**config.mk**
```make
export PLATFORM = sky130hd
export DESIGN_NAME = positional_list_store
export DESIGN_NICKNAME = d
export VERILOG_FILES = /design/src/pls_pkg.sv /design/src/pls_front.sv /design/src/pls_cmd_fifo.sv /design/src/pls_back.sv /design/src/positional_list_store.sv
export SDC_FILE = /design/constraint.sdc
export NUM_CORES = 1
export LEC_CHECK = 0
export BUFFER_PORTS_ARGS = -buffer_cell sky130_fd_sc_hd__clkbuf_2
export CAP_MARGIN = 20
export CORE_ASPECT_RATIO = 0.8
export CORE_UTILIZATION = 25
export DETAILED_ROUTE_END_ITERATION = 8
export HOLD_SLACK_MARGIN = 0.12
export PLACE_DENSITY_LB_ADDON = 0.3
export SLEW_MARGIN = 20
export SYNTH_ARGS = -nofsm -noshare
export SYNTH_HDL_FRONTEND = slang
export SYNTH_SLANG_ARGS = --single-unit
export TNS_END_PERCENT = 10
```
**constraint.sdc**
```tcl
create_clock -name clk -period 9.2 [get_ports clk]
set_input_delay 1.84 -clock clk [delete_from_list [all_inputs] [get_ports clk]]
set_output_delay 1.84 -clock clk [all_outputs]
set_load 0.02 [all_outputs]
```
**src/pls_pkg.sv**
```systemverilog
`default_nettype none
// ----------------------------------------------------------------------------
// pls_pkg
// Shared types and codes for the positional list store: request kinds,
// response status codes, back-end operation codes and the queued command.
// ----------------------------------------------------------------------------
package pls_pkg;

	localparam int POS_W  = 8;
	localparam int WORD_W = 32;
	localparam int ECNT_W = 5;
	localparam int KIND_W = 3;
	localparam int ST_W   = 2;

	// request kinds
	localparam logic [KIND_W-1:0] KIND_INSERT       = 3'd0;
	localparam logic [KIND_W-1:0] KIND_APPEND       = 3'd1;
	localparam logic [KIND_W-1:0] KIND_PREPEND      = 3'd2;
	localparam logic [KIND_W-1:0] KIND_READ         = 3'd3;
	localparam logic [KIND_W-1:0] KIND_REMOVE       = 3'd4;
	localparam logic [KIND_W-1:0] KIND_REMOVE_FIRST = 3'd5;
	localparam logic [KIND_W-1:0] KIND_REMOVE_LAST  = 3'd6;

	// response status
	localparam logic [ST_W-1:0] ST_OK    = 2'd0;
	localparam logic [ST_W-1:0] ST_FULL  = 2'd1;
	localparam logic [ST_W-1:0] ST_RANGE = 2'd2;

	typedef logic [1:0] op_t;

	// work for the back end
	localparam op_t OP_NOP = 2'd0;
	localparam op_t OP_INS = 2'd1;
	localparam op_t OP_DEL = 2'd2;
	localparam op_t OP_RD  = 2'd3;

	typedef struct packed {
		op_t               op;
		logic [POS_W-1:0]  first;
		logic [POS_W-1:0]  last;
		logic [WORD_W-1:0] word;
		logic [ST_W-1:0]   status;
		logic [ECNT_W-1:0] ecount;
	} cmd_t;

endpackage
`default_nettype wire

```
**src/pls_front.sv**
```systemverilog
`default_nettype none
// ----------------------------------------------------------------------------
// pls_front
// Accepts requests, checks them against the running entry count and turns
// each one into a command for the back end with its final status and count.
// ----------------------------------------------------------------------------
module pls_front import pls_pkg::*; #(
	parameter int CAPACITY = 16
) (
	input  wire logic              clk,
	input  wire logic              arst_n,
	input  wire logic              in_valid,
	output logic                   in_ready,
	input  wire logic [KIND_W-1:0] kind,
	input  wire logic [POS_W-1:0]  position,
	input  wire logic [WORD_W-1:0] value,
	output cmd_t                   cmd,
	output logic                   cmd_push,
	input  wire logic              cmd_full
);

	localparam int CW = $clog2(CAPACITY + 1);
	localparam int XW = (CW > POS_W) ? CW : POS_W;

	logic [CW-1:0] count_q;
	logic [CW-1:0] cnt_next;
	logic [CW-1:0] cnt_dec;
	logic [XW-1:0] pos_x;
	logic [XW-1:0] cnt_x;
	logic          is_full;
	logic          in_range;
	logic          non_empty;

	assign in_ready = !cmd_full;
	assign cmd_push = in_valid && !cmd_full;

	assign pos_x     = XW'(position);
	assign cnt_x     = XW'(count_q);
	assign cnt_dec   = count_q - CW'(1);
	assign is_full   = (count_q == CW'(CAPACITY));
	assign in_range  = (pos_x < cnt_x);
	assign non_empty = (count_q != '0);

	always_comb begin
		cmd        = '0;
		cmd.op     = OP_NOP;
		cmd.status = ST_OK;
		cmd.word   = value;
		cnt_next   = count_q;
		case (kind)
			KIND_INSERT, KIND_APPEND, KIND_PREPEND: begin
				if (is_full) begin
					cmd.status = ST_FULL;
				end else begin
					cmd.op   = OP_INS;
					cmd.last = POS_W'(count_q);
					cnt_next = count_q + CW'(1);
					if (kind == KIND_PREPEND) begin
						cmd.first = '0;
					end else if (kind == KIND_APPEND || pos_x > cnt_x) begin
						// insert past the end appends
						cmd.first = POS_W'(count_q);
					end else begin
						cmd.first = position;
					end
				end
			end
			KIND_READ: begin
				if (in_range) begin
					cmd.op    = OP_RD;
					cmd.first = position;
				end else begin
					cmd.status = ST_RANGE;
				end
			end
			KIND_REMOVE: begin
				if (in_range) begin
					cmd.op    = OP_DEL;
					cmd.first = position;
					cmd.last  = POS_W'(cnt_dec);
					cnt_next  = cnt_dec;
				end else begin
					cmd.status = ST_RANGE;
				end
			end
			KIND_REMOVE_FIRST, KIND_REMOVE_LAST: begin
				if (non_empty) begin
					cmd.op    = OP_DEL;
					cmd.first = (kind == KIND_REMOVE_LAST) ? POS_W'(cnt_dec) : '0;
					cmd.last  = POS_W'(cnt_dec);
					cnt_next  = cnt_dec;
				end else begin
					cmd.status = ST_RANGE;
				end
			end
			default: begin
				cmd.op = OP_NOP;
			end
		endcase
		cmd.ecount = ECNT_W'(cnt_next);
	end

	always_ff @(posedge clk or negedge arst_n) begin
		if (!arst_n) begin
			count_q <= '0;
		end else if (cmd_push) begin
			count_q <= cnt_next;
		end
	end

endmodule
`default_nettype wire

```
**src/pls_cmd_fifo.sv**
```systemverilog
`default_nettype none
// ----------------------------------------------------------------------------
// pls_cmd_fifo
// Two-entry command queue between the front end and the back end.
// ----------------------------------------------------------------------------
module pls_cmd_fifo import pls_pkg::*; (
	input  wire logic clk,
	input  wire logic arst_n,
	input  wire logic push,
	input  cmd_t      push_cmd,
	output logic      full,
	input  wire logic pop,
	output cmd_t      head,
	output logic      empty
);

	cmd_t       buf_q [2];
	logic       wptr_q;
	logic       rptr_q;
	logic [1:0] fill_q;

	assign full  = (fill_q == 2'd2);
	assign empty = (fill_q == 2'd0);
	assign head  = buf_q[rptr_q];

	always_ff @(posedge clk or negedge arst_n) begin
		if (!arst_n) begin
			wptr_q <= 1'b0;
			rptr_q <= 1'b0;
			fill_q <= 2'd0;
		end else begin
			if (push) begin
				wptr_q <= ~wptr_q;
			end
			if (pop) begin
				rptr_q <= ~rptr_q;
			end
			if (push && !pop) begin
				fill_q <= fill_q + 2'd1;
			end else if (pop && !push) begin
				fill_q <= fill_q - 2'd1;
			end
		end
	end

	always_ff @(posedge clk) begin
		if (push) begin
			buf_q[wptr_q] <= push_cmd;
		end
	end

endmodule
`default_nettype wire

```
**src/pls_back.sv**
```systemverilog
`default_nettype none
// ----------------------------------------------------------------------------
// pls_back
// Carries out queued commands on the entry memory: shifts entries one at a
// time for insert and remove, reads for read, and holds the response.
// ----------------------------------------------------------------------------
module pls_back import pls_pkg::*; #(
	parameter int CAPACITY = 16
) (
	input  wire logic               clk,
	input  wire logic               arst_n,
	input  cmd_t                    cmd,
	input  wire logic               cmd_empty,
	output logic                    cmd_pop,
	output logic                    out_valid,
	input  wire logic               out_ready,
	output logic [WORD_W-1:0]       read_value,
	output logic [ECNT_W-1:0]       entry_count,
	output logic [ST_W-1:0]         status
);

	localparam int AW = $clog2(CAPACITY);

	localparam logic [2:0] S_IDLE  = 3'd0;
	localparam logic [2:0] S_READ  = 3'd1;
	localparam logic [2:0] S_WRITE = 3'd2;
	localparam logic [2:0] S_PUT   = 3'd3;
	localparam logic [2:0] S_DONE  = 3'd4;

	logic [2:0]        state_q;
	op_t               op_q;
	logic [POS_W-1:0]  ptr_q;
	logic [POS_W-1:0]  end_q;
	logic [WORD_W-1:0] word_q;
	logic [ST_W-1:0]   st_q;
	logic [ECNT_W-1:0] ecnt_q;

	logic [WORD_W-1:0] mem [CAPACITY];
	logic [WORD_W-1:0] rdata_q;

	logic              out_valid_q;
	logic [WORD_W-1:0] out_value_q;
	logic [ECNT_W-1:0] out_cnt_q;
	logic [ST_W-1:0]   out_st_q;

	logic [POS_W-1:0]  ptr_step;
	logic [POS_W-1:0]  raddr;
	logic [WORD_W-1:0] wdata;
	logic              re;
	logic              we;
	logic              out_load;

	assign cmd_pop  = (state_q == S_IDLE) && !cmd_empty;
	assign out_load = (state_q == S_DONE) && (!out_valid_q || out_ready);

	// insert walks down from the tail, remove walks up from the hole
	assign ptr_step = (op_q == OP_INS) ? ptr_q - POS_W'(1) : ptr_q + POS_W'(1);

	always_comb begin
		case (op_q)
			OP_INS:  raddr = ptr_q - POS_W'(1);
			OP_DEL:  raddr = ptr_q + POS_W'(1);
			default: raddr = ptr_q;
		endcase
	end

	assign re    = (state_q == S_READ);
	assign we    = ((state_q == S_WRITE) && (op_q != OP_RD)) || (state_q == S_PUT);
	assign wdata = (state_q == S_PUT) ? word_q : rdata_q;

	always_ff @(posedge clk) begin
		if (we) begin
			mem[ptr_q[AW-1:0]] <= wdata;
		end
		if (re) begin
			rdata_q <= mem[raddr[AW-1:0]];
		end
	end

	always_ff @(posedge clk or negedge arst_n) begin
		if (!arst_n) begin
			state_q     <= S_IDLE;
			out_valid_q <= 1'b0;
		end else begin
			case (state_q)
				S_IDLE: begin
					if (!cmd_empty) begin
						case (cmd.op)
							OP_RD:   state_q <= S_READ;
							OP_INS:  state_q <= (cmd.first == cmd.last) ? S_PUT : S_READ;
							OP_DEL:  state_q <= (cmd.first == cmd.last) ? S_DONE : S_READ;
							default: state_q <= S_DONE;
						endcase
					end
				end
				S_READ: begin
					state_q <= S_WRITE;
				end
				S_WRITE: begin
					if (op_q == OP_RD) begin
						state_q <= S_DONE;
					end else if (ptr_step == end_q) begin
						state_q <= (op_q == OP_INS) ? S_PUT : S_DONE;
					end else begin
						state_q <= S_READ;
					end
				end
				S_PUT: begin
					state_q <= S_DONE;
				end
				S_DONE: begin
					if (out_load) begin
						state_q <= S_IDLE;
					end
				end
				default: begin
					state_q <= S_IDLE;
				end
			endcase

			if (out_load) begin
				out_valid_q <= 1'b1;
			end else if (out_ready) begin
				out_valid_q <= 1'b0;
			end
		end
	end

	always_ff @(posedge clk) begin
		if (cmd_pop) begin
			op_q   <= cmd.op;
			ptr_q  <= (cmd.op == OP_INS) ? cmd.last : cmd.first;
			end_q  <= (cmd.op == OP_INS) ? cmd.first : cmd.last;
			word_q <= cmd.word;
			st_q   <= cmd.status;
			ecnt_q <= cmd.ecount;
		end else if (state_q == S_WRITE && op_q != OP_RD) begin
			ptr_q <= ptr_step;
		end
		if (out_load) begin
			out_value_q <= (op_q == OP_RD) ? rdata_q : '0;
			out_cnt_q   <= ecnt_q;
			out_st_q    <= st_q;
		end
	end

	assign out_valid   = out_valid_q;
	assign read_value  = out_value_q;
	assign entry_count = out_cnt_q;
	assign status      = out_st_q;

endmodule
`default_nettype wire

```
**src/positional_list_store.sv**
```systemverilog
`default_nettype none
// back-end states per request: S_DONE for a refused request or unused kind; a read runs
// S_READ, S_WRITE, S_DONE; an insert S_READ and S_WRITE per entry moved, then S_PUT and
// S_DONE; a remove S_READ and S_WRITE per entry moved, then S_DONE; one command at a time,
// moving one entry at a time through the single-port entry memory; two requests queue ahead
// reset clears the entry count, the command queue and the response valid flag;
// entry words are not cleared and are never read before being written
// ----------------------------------------------------------------------------
// positional_list_store
// Bounded ordered list of signed words addressed by position, with insert,
// append, prepend, read and remove requests and a count in every response.
// ----------------------------------------------------------------------------
module positional_list_store import pls_pkg::*; #(
	parameter int CAPACITY = 16
) (
	input  wire logic        clk,
	input  wire logic        arst_n,
	input  wire logic        s_axis_tvalid,
	output logic             s_axis_tready,
	input  wire logic [39:0] s_axis_tdata,  // position[7:0], value[39:8]
	input  wire logic [2:0]  s_axis_tuser,  // kind[2:0]
	output logic             m_axis_tvalid,
	input  wire logic        m_axis_tready,
	output logic [39:0]      m_axis_tdata   // read_value[31:0], entry_count[36:32],
	                                        // status[38:37], zero[39]
);

	cmd_t              fe_cmd;
	cmd_t              q_head;
	logic              q_push;
	logic              q_full;
	logic              q_pop;
	logic              q_empty;
	logic [WORD_W-1:0] read_value;
	logic [ECNT_W-1:0] entry_count;
	logic [ST_W-1:0]   status;

	pls_front #(.CAPACITY(CAPACITY)) u_front (
		.clk      (clk),
		.arst_n   (arst_n),
		.in_valid (s_axis_tvalid),
		.in_ready (s_axis_tready),
		.kind     (s_axis_tuser),
		.position (s_axis_tdata[7:0]),
		.value    (s_axis_tdata[39:8]),
		.cmd      (fe_cmd),
		.cmd_push (q_push),
		.cmd_full (q_full)
	);

	pls_cmd_fifo u_queue (
		.clk      (clk),
		.arst_n   (arst_n),
		.push     (q_push),
		.push_cmd (fe_cmd),
		.full     (q_full),
		.pop      (q_pop),
		.head     (q_head),
		.empty    (q_empty)
	);

	pls_back #(.CAPACITY(CAPACITY)) u_back (
		.clk         (clk),
		.arst_n      (arst_n),
		.cmd         (q_head),
		.cmd_empty   (q_empty),
		.cmd_pop     (q_pop),
		.out_valid   (m_axis_tvalid),
		.out_ready   (m_axis_tready),
		.read_value  (read_value),
		.entry_count (entry_count),
		.status      (status)
	);

	assign m_axis_tdata = {1'b0, status, entry_count, read_value};

`ifndef NO_ASSERTIONS
	// a refused insert always reports a full store
	a_full_count: assert property (@(posedge clk) disable iff (!arst_n)
		(m_axis_tvalid && status == ST_FULL) |-> (entry_count == ECNT_W'(CAPACITY)))
		else $error("full response with wrong entry count");

	// only a successful request can carry read data
	a_fail_zero: assert property (@(posedge clk) disable iff (!arst_n)
		(m_axis_tvalid && status != ST_OK) |-> (read_value == '0))
		else $error("failed request returned read data");

	// status stays within its defined codes
	a_status_code: assert property (@(posedge clk) disable iff (!arst_n)
		m_axis_tvalid |-> (status == ST_OK || status == ST_FULL || status == ST_RANGE))
		else $error("undefined status code");
`endif

endmodule
`default_nettype wire
```
==> results of run 1 <==
## how the worst max path moves through the flow
stage | startpoint | to | slack, ns | cells after the start
finish | u_back.op_q[1] | u_back.rdata_q[8] | 4.78 | 9
global route | u_back.op_q[1] | u_back.rdata_q[10] | 4.35 | 9
CTS | u_back.op_q[1] | u_back.rdata_q[8] | 4.70 | 9
detailed placement | u_back.op_q[1] | u_back.rdata_q[8] | 4.73 | 9
global placement | u_back.op_q[1] | u_back.rdata_q[8] | 4.81 | 9
floorplan | s_axis_tvalid | u_queue.buf_q[0][0] | 4.47 | 2
## power groups by stage
| stage | clock, W | combinational (W) | sequential [W] |
|---|---|---|---|
| global route | 0.00344 | 0.00554 | 0.00544 |
| global placement | 0 | 0.00509 | 0.00544 |
| detailed placement | 0 | 0.00521 | 0.00545 |
| CTS | 0.00332 | 0.00521 | 0.00539 |
| floorplan | 0 | 0.00388 | 0.00529 |
| finish | 0.00323 | 0.00505 | 0.00537 |
## registers in the layout (all words and copies together) (netlist names)
name and count:
u_back.ecnt_q 5, u_back.end_q 8, u_back.entry_count 5, u_back.mem 512
u_back.op_q 2, u_back.out_valid 1, u_back.ptr_q 8, u_back.rdata_q 32
u_back.read_value 32, u_back.st_q 2, u_back.state_q 3, u_back.status 2
u_back.word_q 32, u_front.count_q 5, u_queue.buf_q 108, u_queue.fill_q 2
u_queue.rptr_q 1, u_queue.wptr_q 1
## metal layers
metal	global-route usage (%)	part of all wire [%]	vias up
met1	16.6	46	7855
met3	2.31	4.6	93
li1	-	-	6447
met5	0	0	-
met2	19.0	47	356
met4	2.81	1.7	0
## per-stage QoR
stage | instance area, sq um | total power [W] | utilization [%]
after detailed placement | 33000 | 0.0107 | 27.4
after global routing | 35600 | 0.0144 | 29.5
final | 35600 | 0.0137 | 29.5
after floorplan | 30400 | 0.00917 | -
after CTS | 35600 | 0.0139 | 29.5
after global placement | 33000 | 0.0105 | 27.4
## cell usage after synthesis (15+ instances only)
| cell type | n |
|---|---|
| inv_1 | 28 |
| edfxtp_1 | 748 |
| mux2i_1 | 110 |
| nor2_1 | 49 |
| and2_1 | 33 |
| nor3_1 | 15 |
| nand2_1 | 36 |
| clkbuf_1 | 29 |
| mux2_2 | 72 |
| o21ai_0 | 18 |
| mux4_2 | 136 |
| buf_2 | 31 |
| ha_1 | 18 |
## area by class of cell
| type | count | area share [%] |
|---|---|---|
| clock inverter | 50 | 1.35 |
| multi-input combinational | 660 | 20.7 |
| tap | 1624 | 5.70 |
| sequential | 761 | 64.0 |
| inverter | 29 | 0.306 |
| clock buffer | 96 | 5.96 |
| timing repair buffer | 123 | 2.02 |
## cells by family (layout without fill, tap and decap cells)
| family | after synthesis | in the layout | share of synthesized area (%) |
|---|---|---|---|
| and+or+nand+nor | 196 | 196 | 3.36 |
| xor gates and xnor gates | 26 | 26 | 0.794 |
| AOI/OAI and AO/OA | 94 | 94 | 2.26 |
| DFF | 761 | 761 | 74.9 |
| adders and majority gates | 18 | 18 | 0.740 |
| other | 1 | 7 | 0.0123 |
| buffers and inverters | 103 | 298 | 1.53 |
| muxes | 319 | 319 | 16.4 |
## worst max-delay path: stages, from the launching register on
cell and delay, ns:
edfxtp_1 0.42, inv_1 0.12, ha_1 0.52, mux2i_1 0.23, o21ai_4 0.47, buf_12 0.60, buf_4 0.70, mux4_2 0.58
mux2i_1 0.19, mux2i_1 0.10
==> summary.txt, run 1 <==
outcome: finished, final reports clean
Worst Tran Pin Value: 0.983 ns
internal cell power: 0.00912 W
average routed wire per standard cell: 21.7 microns
die area: 123,000 sq um
switching share of power: 33.2%
CP max FO: 86
Starting Density: 25.2%
Yosys cell types: 72
vias post-DR: 14.8k
leading cell type in the layout, fill and taps excluded: edfxtp_1
number of synthesized flops with an enable pin: 748
Tcrit/Tclk final: 48.0%
Clock Power Share: 23.7%
Synth Instances: 1,518
Core Area: 121,000 sq um
CTS tree: done
crit path time final: 4.42 ns
# port buffers: 87
Worst Hold Class: register to register
R2R Setup Slk: 4.78 ns
grt total ovfl: 0
Die Y: 314 microns
total clock sinks: 761
Synth area leaders: edfxtp_1, mux4_2, mux2i_1, mux2_2, dfrtp_1
clock skew: 0.0224 ns
FF-to-FF Start: u_back.op_q[1]
leading area contributor after synthesis: edfxtp_1
Setup violations, final: 0
initial antenna violation count: 3
switching power: 0.00454 W
CP Launch Type: register
final WL: 72,600 microns
commonest non-fill, non-tap cells in the layout: edfxtp_1, mux4_2, mux2i_1
RR Endpoint: u_back.rdata_q[8]
setup ws final: 4.78 ns
final hold violation count: 0
setup TNS: 0 ns
Ports: 89
yosys synthesis warning count: 0
top cell type's share of synthesized area: 73.8%
dpl ws: 4.73 ns
Storage cell area: 22,800 sq um
Hold Crit Depth: 0
first-pass GRT wire length: 108,000 microns
r2r worst-path depth: 9
hold path startpoint: u_back.st_q[0]
asr flop ratio synth: 1.71%
WP data required: 9.54 ns
RSZ-0062 raised after global routing: false
Inserted Diodes: 0
Crit Path Category: register to register
Resized Gates After CTS: 0
synth-to-layout area growth: 17.1%
cell area after synthesis: 30,400 sq um
Avg Vias per Cell: 4.41
GPL Wtd Cong: 0.779
pwr dens: 383 nW/um^2
Pre-antenna DRT Iters: 5
footprint of the multi-input gates: 7360 sq um
top_reg_cell synth: edfxtp_1
drt initial violations: 1,098
Hold-fix buffers, CTS: 0
Leakage: 11.6 nW
Nets: 1,721
vias in the first global route: 15.7k
Cell Count Post-Placement: 3,197
Max Cap Viol: 0
fill count: 11.8k
Rows: 114
hpwl dp: 39,900 microns
DRC errors left: 0
Post-DRT Antenna Nets: 0
largest net degree at the start of global routing: 87
Peak VDD IR: 0.000344 V
Hold EP: u_back.status[0]
Seq pwr share: 39.3%
CTS Buffer Depth: 3
Crit. End Element: register
Slew Limit Fails: 0
Mean Syn Cell Area: 20.0 sq um
Rel. slew slack: 34.5%
fmax: 226 MHz
layout cell share with drive strength beyond 1: 28.3%
Yosys reg bits: 761
postcts setup bufs: 0
post-synthesis sequential area ratio: 74.9%
hold slack: 0.424 ns
CTS Root Cell: clkbuf_16
Skew-Pair Late Insertion Delay: 0.64 ns
Clock Pin Slew Worst Setup and Hold Paths: 0.06 ns
GR Util All Layers: 11.9%
H-tree Lvls: 3
cts bufs inserted: 81
Comb power frac: 37.0%
Non-Filler Instances: 3,343
die width: 392 microns
CP arrival: 4.76 ns
No activity file was read; power rests on OpenSTA's default activity.
==> inputs of run 2 (changes only) <==
clock period = 3.8 ns   (was 9.2 ns; I/O delays follow)
==> run 2 against run 1 <==
- first-iteration DRC count increased by 0.36%
- count of clock-buffer cells in the layout increased by 4
- global-route usage decreased by 0.14 points
- sequential power increased by 140%
- design area increased by 0.96%
- power increased by 150%
- hold slack got worse by 0.11 ns
- die area unchanged
- via count decreased by 0.46%
- non-clock buffer count increased by 19
- routed wire length decreased by 0.62%
- clock skew increased by 0.0078 ns
- critical endpoint is now u_queue.buf_q[0][49]
==> summary.txt, run 2 (same netlist as run 1, synthesis figures left out) <==
total clock sinks: 761 (unchanged)
H-tree Lvls: 3 (unchanged)
pwr dens: 935 nW/um^2 (+140%)
Pre-antenna DRT Iters: 6 (+1)
Leakage: 11.7 nW (+1.4%)
CP max FO: 8 (-91%)
setup TNS: 0 ns (unchanged)
Die Y: 314 microns (unchanged)
outcome: finished, final reports clean
hpwl dp: 40,700 microns (+2.0%)
initial antenna violation count: 1 (-2)
clock skew: 0.0302 ns (+0.00782 ns)
grt total ovfl: 0 (unchanged)
layout cell share with drive strength beyond 1: 29.1% (+0.78 points)
commonest non-fill, non-tap cells in the layout: edfxtp_1, mux4_2, mux2i_1
final WL: 72,200 microns (-0.62%)
final hold violation count: 0 (unchanged)
Worst Tran Pin Value: 0.770 ns (-0.213 ns)
Starting Density: 25.2% (unchanged)
CTS Root Cell: clkbuf_16
Crit Path Category: register to register
setup ws final: 0.740 ns (-4.04 ns)
CP startpoint: u_front.count_q[0]
Skew-Pair Late Insertion Delay: 0.64 ns (about the same)
CP Launch Type: register
Ports: 89 (unchanged)
Setup violations, final: 0 (unchanged)
Rel. slew slack: 48.7% (+14 points)
Slew Limit Fails: 0 (unchanged)
first-pass GRT wire length: 106,000 microns (-1.7%)
die width: 392 microns (unchanged)
crit path time final: 3.06 ns (-1.36 ns)
dpl ws: 0.719 ns (-4.01 ns)
postcts setup bufs: 0 (unchanged)
CTS tree: done
Peak VDD IR: 0.000727 V (+110%)
Hold-fix buffers, CTS: 1 (+1)
drt initial violations: 1,102 (+0.36%)
FF-to-FF Start: u_front.count_q[0]
hold path startpoint: s_axis_tdata[38]
DRC errors left: 0 (unchanged)
Nets: 1,741 (+1.2%)
WP data required: 4.16 ns (-5.38 ns)
synth-to-layout area growth: 18.2%
Cell Count Post-Placement: 3,215 (+0.56%)
Clock Pin Slew Worst Setup and Hold Paths: 0.06 ns (about the same)
Core Area: 121,000 sq um (unchanged)
CP arrival: 3.42 ns (-1.34 ns)
average routed wire per standard cell: 21.4 microns (-1.4%)
leading cell type in the layout, fill and taps excluded: edfxtp_1
wire length on met3: 2900 microns (-12%)
fmax: 327 MHz (+44%)
GR Util All Layers: 11.8% (-0.14 points)
number of flip-flops in the largest register: 512 (unchanged)
Resized Gates After CTS: 0 (unchanged)
vias in the first global route: 15.6k (-1.0%)
Avg Vias per Cell: 4.36 (-1.3%)
Tcrit/Tclk final: 80.5% (+33 points)
die area: 123,000 sq um (unchanged)
WL met2: 35,000 microns (+1.6%)
GPL Wtd Cong: 0.764 (-2.0%)
vias post-DR: 14.7k (-0.46%)
Post-DRT Antenna Nets: 0 (unchanged)
cts bufs inserted: 82 (+1.2%)
CTS Buffer Depth: 3 (unchanged)
largest net degree at the start of global routing: 43 (-51%)
DR top layer: met4
RSZ-0062 raised after global routing: false
Worst Hold Class: input pin to register
# port buffers: 87 (unchanged)
Non-Filler Instances: 3,370 (+0.81%)
Max Cap Viol: 0 (unchanged)
Crit. End Element: register
met1 WL: 32,800 microns (-2.6%)
Rows: 114 (unchanged)
[run 2: power by group]
| part | switching (W) | internal, W |
|---|---|---|
| clock network | 0.00330 | 0.00461 |
| registers | 0.000786 | 0.0122 |
| logic | 0.00701 | 0.00572 |
| total | 0.0111 | 0.0225 |
[run 2: area by class of cell]
type / count / area, sq um
fill: 11800 / 84700
sequential: 761 / 22800
multi-input combinational: 660 / 7360
clock buffer: 100 / 2200
tap: 1624 / 2030
timing repair buffer: 142 / 988
clock inverter: 53 / 473
inverter: 29 / 109
antenna: 1 / 2.50
[run 2: routing by layer]
| metal | vias up | track usage [%] |
|---|---|---|
| met5 | - | 0 |
| met4 | 0 | 3.19 |
| li1 | 6503 | - |
| met3 | 93 | 1.88 |
| met1 | 7750 | 16.0 |
| met2 | 337 | 19.4 |
[run 2: stage by stage]
step	total power (W)	util (%)	instance area [sq um]	hold WS [ns]
detailed placement	0.0262	27.6	33300	0.405
global route	0.0355	29.8	36000	0.278
global placement	0.0260	27.6	33300	0.405
floorplan	0.0222	-	30400	0.400
CTS	0.0343	29.8	36000	0.263
finish	0.0336	29.8	36000	0.311
[run 2: path summary, 6_finish.rpt]
kind | to | slack (ns) | depth (start not counted)
setup reg to reg | u_queue.buf_q[0][49] | 0.74 | 8
max in group asynchronous | u_queue.rptr_q | 2.86 | 2
min in group asynchronous | u_queue.rptr_q | 0.60 | 2
hold / removal | u_queue.buf_q[0][37] | 0.31 | 1
setup / recovery | u_queue.buf_q[0][49] | 0.74 | 8
hold reg to reg | u_back.entry_count[1] | 0.42 | 0
[run 2: worst max-delay path, stage by stage, from the launching register on]
cell and delay, ns:
dfrtp_1 0.50, inv_1 0.24, ha_1 0.35, nand3_1 0.23, nor2_1 0.32, inv_1 0.23
o211ai_1 0.23, o311ai_1 0.25, a221o_1 0.44
